## src/hdl/assert_macros.svh

```systemverilog
// Assertion helpers for the digest block.
`ifndef ASSERT_MACROS_SVH
`define ASSERT_MACROS_SVH

// Implication check, reset aware.
`define CHK_IMP(label, clk, rst_n, ante, cons) \
	label: assert property (@(posedge clk) disable iff (!rst_n) (ante) |-> (cons)) \
		else $error("check failed");

// Next-cycle implication check, reset aware.
`define CHK_NXT(label, clk, rst_n, ante, cons) \
	label: assert property (@(posedge clk) disable iff (!rst_n) (ante) |=> (cons)) \
		else $error("check failed");

`endif

```

## src/hdl/md5_pkg.sv

```systemverilog
package md5_pkg;

	localparam logic [31:0] H0_INIT = 32'h67452301;
	localparam logic [31:0] H1_INIT = 32'hefcdab89;
	localparam logic [31:0] H2_INIT = 32'h98badcfe;
	localparam logic [31:0] H3_INIT = 32'h10325476;

	localparam logic [7:0] PAD_BYTE = 8'h80;
	localparam logic [5:0] LEN_POS = 6'd56;

	localparam logic [31:0] SINE_TAB [64] = '{
		32'hd76aa478, 32'he8c7b756, 32'h242070db, 32'hc1bdceee,
		32'hf57c0faf, 32'h4787c62a, 32'ha8304613, 32'hfd469501,
		32'h698098d8, 32'h8b44f7af, 32'hffff5bb1, 32'h895cd7be,
		32'h6b901122, 32'hfd987193, 32'ha679438e, 32'h49b40821,
		32'hf61e2562, 32'hc040b340, 32'h265e5a51, 32'he9b6c7aa,
		32'hd62f105d, 32'h02441453, 32'hd8a1e681, 32'he7d3fbc8,
		32'h21e1cde6, 32'hc33707d6, 32'hf4d50d87, 32'h455a14ed,
		32'ha9e3e905, 32'hfcefa3f8, 32'h676f02d9, 32'h8d2a4c8a,
		32'hfffa3942, 32'h8771f681, 32'h6d9d6122, 32'hfde5380c,
		32'ha4beea44, 32'h4bdecfa9, 32'hf6bb4b60, 32'hbebfbc70,
		32'h289b7ec6, 32'heaa127fa, 32'hd4ef3085, 32'h04881d05,
		32'hd9d4d039, 32'he6db99e5, 32'h1fa27cf8, 32'hc4ac5665,
		32'hf4292244, 32'h432aff97, 32'hab9423a7, 32'hfc93a039,
		32'h655b59c3, 32'h8f0ccc92, 32'hffeff47d, 32'h85845dd1,
		32'h6fa87e4f, 32'hfe2ce6e0, 32'ha3014314, 32'h4e0811a1,
		32'hf7537e82, 32'hbd3af235, 32'h2ad7d2bb, 32'heb86d391
	};

	localparam logic [4:0] ROT_TAB [16] = '{
		5'd7, 5'd12, 5'd17, 5'd22, 5'd5, 5'd9, 5'd14, 5'd20,
		5'd4, 5'd11, 5'd16, 5'd23, 5'd6, 5'd10, 5'd15, 5'd21
	};

	typedef enum logic [6:0] {
		ST_IDLE   = 7'b0000001,
		ST_ROUND  = 7'b0000010,
		ST_FOLD   = 7'b0000100,
		ST_PAD    = 7'b0001000,
		ST_LEN    = 7'b0010000,
		ST_OUT    = 7'b0100000,
		ST_DRAIN  = 7'b1000000
	} md5_state_t;

	typedef enum logic [1:0] {
		WR_NONE = 2'd0,
		WR_DATA = 2'd1,
		WR_PAD  = 2'd2,
		WR_ZERO = 2'd3
	} md5_wr_t;

	typedef struct packed {
		md5_wr_t    wr_op;
		logic       len_wr;
		logic       clear_blk;
		logic       start_cmp;
		logic       round_en;
		logic       fold;
		logic       reset_chain;
		logic       count_byte;
	} md5_cmd_t;

	typedef struct packed {
		logic [5:0] pos;
		logic       round_last;
	} md5_stat_t;

endpackage

```

## src/hdl/md5_datapath.sv

```systemverilog
module md5_datapath (
	input  logic            clk,
	input  logic            arst_n,
	input  md5_pkg::md5_cmd_t  cmd,
	output md5_pkg::md5_stat_t stat,
	input  logic [7:0]      data_byte,
	input  logic [1:0]      rd_index,
	output logic [31:0]     chain_word
);
	import md5_pkg::*;

	logic [31:0] blk_q [16];
	logic [31:0] h_q [4];
	logic [31:0] a_q, b_q, c_q, d_q;
	logic [5:0]  rnd_q;
	logic [60:0] total_q;
	logic [5:0]  ptr_q;
	logic [31:0] f, x, t, sum_s, rot_in;
	logic [3:0]  g;
	logic [4:0]  s;
	logic [5:0]  pos;
	logic [63:0] bits;
	logic [7:0]  wbyte;
	logic [63:0] rot2;

	assign pos = ptr_q;
	assign stat.pos = pos;
	assign stat.round_last = (rnd_q == 6'd63);
	assign bits = {total_q, 3'b000};
	assign chain_word = h_q[rd_index];

	always_comb begin
		case (rnd_q[5:4])
			2'd0: begin
				f = (b_q & c_q) | (~b_q & d_q);
				g = rnd_q[3:0];
			end
			2'd1: begin
				f = (d_q & b_q) | (~d_q & c_q);
				g = 4'(5 * rnd_q + 1);
			end
			2'd2: begin
				f = b_q ^ c_q ^ d_q;
				g = 4'(3 * rnd_q + 5);
			end
			default: begin
				f = c_q ^ (b_q | ~d_q);
				g = 4'(7 * rnd_q);
			end
		endcase
		s = ROT_TAB[{rnd_q[5:4], rnd_q[1:0]}];
		x = a_q + f + SINE_TAB[rnd_q] + blk_q[g];
		rot_in = x;
		rot2 = {rot_in, rot_in} << s;
		t = rot2[63:32];
		sum_s = b_q + t;
	end

	always_comb begin
		case (cmd.wr_op)
			WR_DATA: wbyte = data_byte;
			WR_PAD:  wbyte = PAD_BYTE;
			default: wbyte = 8'h00;
		endcase
	end

	always_ff @(posedge clk) begin
		if (cmd.clear_blk) begin
			for (int i = 0; i < 16; i++) blk_q[i] <= '0;
		end else if (cmd.len_wr) begin
			blk_q[14] <= bits[31:0];
			blk_q[15] <= bits[63:32];
		end else if (cmd.wr_op != WR_NONE) begin
			blk_q[pos[5:2]][pos[1:0]*8 +: 8] <= wbyte;
		end
		if (cmd.start_cmp) begin
			a_q <= h_q[0];
			b_q <= h_q[1];
			c_q <= h_q[2];
			d_q <= h_q[3];
		end else if (cmd.round_en) begin
			a_q <= d_q;
			d_q <= c_q;
			c_q <= b_q;
			b_q <= sum_s;
		end
	end

	always_ff @(posedge clk or negedge arst_n) begin
		if (!arst_n) begin
			h_q[0] <= H0_INIT;
			h_q[1] <= H1_INIT;
			h_q[2] <= H2_INIT;
			h_q[3] <= H3_INIT;
			rnd_q <= '0;
			total_q <= '0;
			ptr_q <= '0;
		end else begin
			if (cmd.start_cmp) rnd_q <= '0;
			else if (cmd.round_en) rnd_q <= rnd_q + 6'd1;
			if (cmd.fold) begin
				h_q[0] <= h_q[0] + a_q;
				h_q[1] <= h_q[1] + b_q;
				h_q[2] <= h_q[2] + c_q;
				h_q[3] <= h_q[3] + d_q;
			end else if (cmd.reset_chain) begin
				h_q[0] <= H0_INIT;
				h_q[1] <= H1_INIT;
				h_q[2] <= H2_INIT;
				h_q[3] <= H3_INIT;
			end
			if (cmd.reset_chain) total_q <= '0;
			else if (cmd.count_byte) total_q <= total_q + 61'd1;
			if (cmd.reset_chain) ptr_q <= '0;
			else if (cmd.wr_op != WR_NONE) ptr_q <= ptr_q + 6'd1;
		end
	end

endmodule

```

## src/hdl/md5_ctrl.sv

```systemverilog
module md5_ctrl (
	input  logic               clk,
	input  logic               arst_n,
	input  logic               in_valid,
	output logic               in_stall,
	input  logic               has_byte,
	input  logic               last_item,
	output logic               out_valid,
	input  logic               out_stall,
	output logic [1:0]         rd_index,
	output logic               last_word,
	output md5_pkg::md5_cmd_t  cmd,
	input  md5_pkg::md5_stat_t stat
);
	import md5_pkg::*;

	md5_state_t st_q, st_d;
	logic       fin_q, fin_d;
	logic       pad_q, pad_d;
	logic       two_q, two_d;
	logic [1:0] idx_q, idx_d;
	logic       acc;

	assign in_stall = (st_q != ST_IDLE);
	assign acc = in_valid && (st_q == ST_IDLE);
	assign out_valid = (st_q == ST_OUT);
	assign rd_index = idx_q;
	assign last_word = (idx_q == 2'd3);

	always_comb begin
		st_d = st_q;
		fin_d = fin_q;
		pad_d = pad_q;
		two_d = two_q;
		idx_d = idx_q;
		cmd = '0;
		cmd.wr_op = WR_NONE;
		case (st_q)
			ST_IDLE: begin
				if (acc) begin
					fin_d = last_item;
					pad_d = 1'b0;
					two_d = 1'b0;
					if (has_byte) begin
						cmd.wr_op = WR_DATA;
						cmd.count_byte = 1'b1;
						if (stat.pos == 6'd63) begin
							cmd.start_cmp = 1'b1;
							st_d = ST_ROUND;
						end else if (last_item) begin
							st_d = ST_PAD;
						end
					end else if (last_item) begin
						st_d = ST_PAD;
					end
				end
			end
			ST_PAD: begin
				if (!pad_q) begin
					cmd.wr_op = WR_PAD;
					pad_d = 1'b1;
					two_d = (stat.pos >= LEN_POS);
				end else if (stat.pos != 6'd0) begin
					cmd.wr_op = WR_ZERO;
				end else if (two_q) begin
					cmd.start_cmp = 1'b1;
					st_d = ST_ROUND;
				end else begin
					st_d = ST_LEN;
				end
			end
			ST_LEN: begin
				cmd.len_wr = 1'b1;
				cmd.start_cmp = 1'b1;
				st_d = ST_ROUND;
			end
			ST_ROUND: begin
				cmd.round_en = 1'b1;
				if (stat.round_last) st_d = ST_FOLD;
			end
			ST_FOLD: begin
				cmd.fold = 1'b1;
				if (!fin_q) begin
					st_d = ST_IDLE;
				end else if (!pad_q) begin
					st_d = ST_PAD;
				end else if (two_q) begin
					cmd.clear_blk = 1'b1;
					two_d = 1'b0;
					st_d = ST_LEN;
				end else begin
					st_d = ST_DRAIN;
				end
			end
			ST_DRAIN: begin
				idx_d = 2'd0;
				st_d = ST_OUT;
			end
			ST_OUT: begin
				if (!out_stall) begin
					idx_d = idx_q + 2'd1;
					if (idx_q == 2'd3) begin
						cmd.reset_chain = 1'b1;
						st_d = ST_IDLE;
					end
				end
			end
			default: st_d = ST_IDLE;
		endcase
	end

	always_ff @(posedge clk or negedge arst_n) begin
		if (!arst_n) begin
			st_q <= ST_IDLE;
			fin_q <= 1'b0;
			pad_q <= 1'b0;
			two_q <= 1'b0;
			idx_q <= '0;
		end else begin
			st_q <= st_d;
			fin_q <= fin_d;
			pad_q <= pad_d;
			two_q <= two_d;
			idx_q <= idx_d;
		end
	end

endmodule

```

## src/hdl/md5_message_digest.sv

```systemverilog
// MD5 digest engine, one message byte per input beat.
// Input channel: in_valid/in_stall with data_byte, has_byte, last_item.
//   A beat with has_byte set appends data_byte; last_item ends the message.
// Output channel: out_valid/out_stall with digest_word, word_index, last_word.
//   Four beats h0..h3 follow each message end; last_word marks h3.
// Blocks: a byte that neither fills a block nor ends the message leaves
//   the engine ready for the next beat; the 64th byte of a block starts
//   a compression: all rounds on the one shared round unit, then a fold.
// Message end: padding writes the remaining block bytes one per cycle and
//   then closes the block, then one or two compressions follow, the last
//   after the length write, then a drain state before the digest beats.
// Reset: chain words return to the MD5 initial values, length clears,
//   and the block is ready for a new message on the next cycle.
// Receiver stall: the current digest word holds on the outputs and the
//   engine waits; no new input beat is taken until all four are delivered.
// Input stall is high whenever the engine is busy with a compression,
//   padding or digest output.
module md5_message_digest (
	input  logic        clk,
	input  logic        arst_n,
	input  logic        in_valid,
	output logic        in_stall,
	input  logic [7:0]  data_byte,
	input  logic        has_byte,
	input  logic        last_item,
	output logic        out_valid,
	input  logic        out_stall,
	output logic [31:0] digest_word,
	output logic [1:0]  word_index,
	output logic        last_word
);
	import md5_pkg::*;

	md5_cmd_t  cmd;
	md5_stat_t stat;

	md5_ctrl u_ctrl (
		.clk(clk), .arst_n(arst_n),
		.in_valid(in_valid), .in_stall(in_stall),
		.has_byte(has_byte), .last_item(last_item),
		.out_valid(out_valid), .out_stall(out_stall),
		.rd_index(word_index), .last_word(last_word),
		.cmd(cmd), .stat(stat)
	);

	md5_datapath u_dp (
		.clk(clk), .arst_n(arst_n),
		.cmd(cmd), .stat(stat),
		.data_byte(data_byte), .rd_index(word_index),
		.chain_word(digest_word)
	);

`include "assert_macros.svh"

	`CHK_IMP(a_no_in_while_out, clk, arst_n, out_valid, in_stall)
	`CHK_IMP(a_last_is_h3, clk, arst_n, out_valid && last_word, word_index == 2'd3)
	`CHK_NXT(a_hold_word, clk, arst_n, out_valid && out_stall, $stable(digest_word))

endmodule

```

## config.mk

```make
export PLATFORM = sky130hd
export DESIGN_NAME = md5_message_digest
export DESIGN_NICKNAME = d
export VERILOG_FILES = /design/src/hdl/md5_pkg.sv /design/src/hdl/md5_datapath.sv /design/src/hdl/md5_ctrl.sv /design/src/hdl/md5_message_digest.sv
export VERILOG_INCLUDE_DIRS = /design/src /design/src/hdl
export SDC_FILE = /design/constraint.sdc
export NUM_CORES = 2
export LEC_CHECK = 0
export ABC_AREA = 1
export BUFFER_PORTS_ARGS = -buffer_cell sky130_fd_sc_hd__buf_2
export CORE_MARGIN = 5
export CORE_UTILIZATION = 40
export DETAILED_ROUTE_END_ITERATION = 7
export GPL_TIMING_DRIVEN = 1
export PLACE_DENSITY = 0.59
export SLEW_MARGIN = 10
export SYNTH_ARGS = -nofsm -noshare
export SYNTH_HDL_FRONTEND = slang
export SYNTH_SLANG_ARGS = --single-unit
```

## constraint.sdc

```tcl
create_clock -name clk -period 10.35 [get_ports clk]
set_clock_uncertainty 0.1 [all_clocks]
set_input_delay 0.5175 -clock clk [delete_from_list [all_inputs] [get_ports clk]]
set_output_delay 0.5175 -clock clk [all_outputs]
set_load 0.02 [all_outputs]
```

==> results.yml <==
detailed_routing:
  vias: 54500
  antenna_left: 0
  detail_route.wl_per_cell_um: 23.9
  first_pass_iters: 6
  vias_per_cell: 5.86
  drc: 0
  routed_wl_um: 222000
  drt_iter0_markers: 6172
worst_hold_path:
  hold_path.class: "input port to register"
  hold_end: "u_ctrl.st_q[5]"
  hold_depth: 3
  worstHoldStart: "out_stall"
logic_synthesis:
  ys_warn_count: 0
  syn_inst: 7358
  yosys-top-cells-area: "edfxtp_1, nand2_1, nand3_1"
  synth.distinct_cells: 68
  yosys.area.top_type: "edfxtp_1"
  avgSynthCellArea_um2: 7.78
  synth_top_area_share_pct: 33.6
  ys.flop_type: "edfxtp_1"
  syn-num-nets: 7668
  synth_edf_count: 640
  ys_seq_elements: 853
  synthArstFlopShare_pct: 25.0
  synth_area_mm2: 0.0573
  synth_sequential_area_ratio_pct: 43.0
sta:
  finalMaxSlewViolations: 0
  worstMarginPinSlew_ns: 1.19
  slew_headroom_pct: 20.4
  fmax_mhz: 103
  tns_ns: 0
  worst_slack_ns: 0.629
  layout_min_cycle_time_ns: 9.72
  setup_viol: 0
  period_share_pct: 93.9
  rsz0062_at_grt: "false"
  hold_violations: 0
setup_path:
  path_buf_inv: 8
  worstReg2RegEnd: "u_dp.b_q[30]"
  r2r_slack_ns: 0.63
  critPathKind: "register to register"
  r2r_cells: 49
  slowest_delay_ns: 0.54
  critPathTopFamily: "simple AND/OR/NAND/NOR gates"
  critPathLaunchType: "register"
  end_kind: "register"
  crit_top_cell: "nand3_1"
  critPathRequiredTime_ns: 10.67
  crit_arrival_ns: 10.04
  slowest_stage: "fa_1"
  r2r-start: "u_dp.rnd_q[0]"
  crit_cells: 49
  cp_max_fo: 13
finish:
  seqCellArea_mm2: 0.0246
  final_common_cell: "nand2_1"
  multi_input_area_mm2: 0.0286
  syn_to_final_growth_pct: 10.6
  drive_gt1_share_pct: 7.17
  utilization_pct: 44.6
  fill_cells: 14300
  final_cell_mix: "nand2_1, nand3_1, nor2_1"
  fin_nets: 7639
clock_tree:
  cts_root_buf: "clkbuf_16"
  tritoncts: "built"
  cts_buffers: 96
  clock_sinks: 853
  htree_levels: 3
  clk_latency_ns: 0.78
  ctsLongestPathBuffers: 3
  clk_pin_slew_ns: 0.07
floorplanning:
  die_w_um: 388
  core_mm2: 0.142
  ioPinCount: 51
  chipHeight_um: 388
  rows: 138
  initial_core_util_pct: 40.3
  die-area_mm2: 0.151
global_route:
  antenna_found_initial: 6
  grt_pass1_vias: 51200
  grt-ovfl-total: 0
  groute.usage.overall_pct: 28.4
  grt_start_max_net_pins: 140
  grt_pass1_wl_um: 328000
run_status:
  status: "complete, no violations"
run:
  cap_violations: 0
placed_design:
  gp_congestion: 0.994
  port-buffer-count: 50
  dp.final_hpwl_um: 163000
  pre_cts_ws_ns: 0.404
==> kinds of logic (layout without fill, tap and decap cells) <==
| kind of cell | after synthesis | in the layout | synth area share (%) |
|---|---|---|---|
| AOI/OAI and AO/OA | 1393 | 1393 | 13.9 |
| xor gates and xnor gates | 84 | 84 | 1.28 |
| adders and majority gates | 296 | 296 | 7.37 |
| and+or+nand+nor | 3645 | 3646 | 27.2 |
| buffers and inverters | 1087 | 1139 | 7.26 |
| other | 0 | 1 | 0 |
| DFF | 853 | 853 | 43.0 |
==> what timing repair did <==
item	CTS	global route
resized for setup	0	3
setup buffers	0	0
endpoints found under the setup margin	0	16
hold buffers	3	0
hold endpoints to repair	37	0
==> through the flow <==
| stage | cell area (um2) | hold WS [ns] | cells |
|---|---|---|---|
| 6_report | 63400 | 0.114 | 9302 |
| 4_1_cts | 63300 | 0.0870 | 9300 |
| 5_1_grt | 63400 | 0.127 | 9301 |
| 3_3_place_gp | 60000 | 0.360 | 9117 |
| 3_5_place_dp | 60000 | 0.379 | 9117 |
| 2_1_floorplan | 57300 | 0.122 | 7358 |
==> sequential cells by signal, summed over array words and instances, names as in the netlist <==
register	count
u_ctrl.rd_index	2
u_dp.blk_q	512
u_ctrl.st_q	7
u_ctrl.fin_q	1
u_dp.b_q	32
u_ctrl.pad_q	1
u_dp.rnd_q	6
u_dp.h_q	128
u_dp.d_q	32
u_dp.a_q	32
u_dp.total_q	61
u_dp.c_q	32
u_ctrl.two_q	1
u_dp.pos	6
==> Yosys cell counts, types with 51 or more instances <==
| master | count |
|---|---|
| fa_1 | 69 |
| edfxtp_1 | 640 |
| a21oi_1 | 415 |
| dfstp_2 | 65 |
| dfrtp_1 | 148 |
| inv_1 | 720 |
| o21ai_0 | 554 |
| a31oi_1 | 53 |
| nand3_1 | 1019 |
| nor3_1 | 84 |
| o22ai_1 | 109 |
| ha_1 | 227 |
| nor2_1 | 914 |
| nand2_1 | 1484 |
| clkbuf_1 | 257 |
| buf_1 | 52 |
| xor2_1 | 51 |
==> final cells by class <==
cell class / instances / area share [%]
clock buffer: 126 / 4.11
inverter: 737 / 4.37
antenna: 1 / 0.00395
tap: 1890 / 3.73
timing repair buffer: 222 / 2.68
sequential: 853 / 38.9
multi-input combinational: 5419 / 45.1
clock inverter: 54 / 1.08
==> worst reg2reg max path: cells and delay by family (launching register included) <==
kind | cells | cell delay (ns)
AND/OR/NAND/NOR | 23 | 2.70
AO/OA/AOI/OAI | 12 | 2.60
adder cells (fa/ha/maj) | 6 | 2.41
buffers and inverters | 8 | 1.25
flip-flops | 1 | 0.38
==> metal layers <==
layer  up-vias  track usage, %  part of all wire, %
li1      25200               -                    -
met1     26200            37.2                   41
met2      2544            46.1                   46
met3       569            4.04                  7.4
met4         2            13.9                  5.8
met5         -               0               0.0058
==> worst max path at each step <==
stage,from,end,slack (ns)
2_1_floorplan,u_dp.rnd_q[2],u_dp.b_q[20],1.48
3_3_place_gp,u_dp.rnd_q[4],u_dp.b_q[30],0.22
3_5_place_dp,u_dp.rnd_q[4],u_dp.b_q[30],0.40
4_1_cts,u_dp.rnd_q[4],u_dp.b_q[30],0.36
5_1_grt,u_dp.rnd_q[0],u_dp.b_q[30],0.06
6_report,u_dp.rnd_q[0],u_dp.b_q[30],0.63
Power is left out: the tool's default activity adds up to more than one toggle a clock period on the data nets, which glitch-free logic cannot reach.
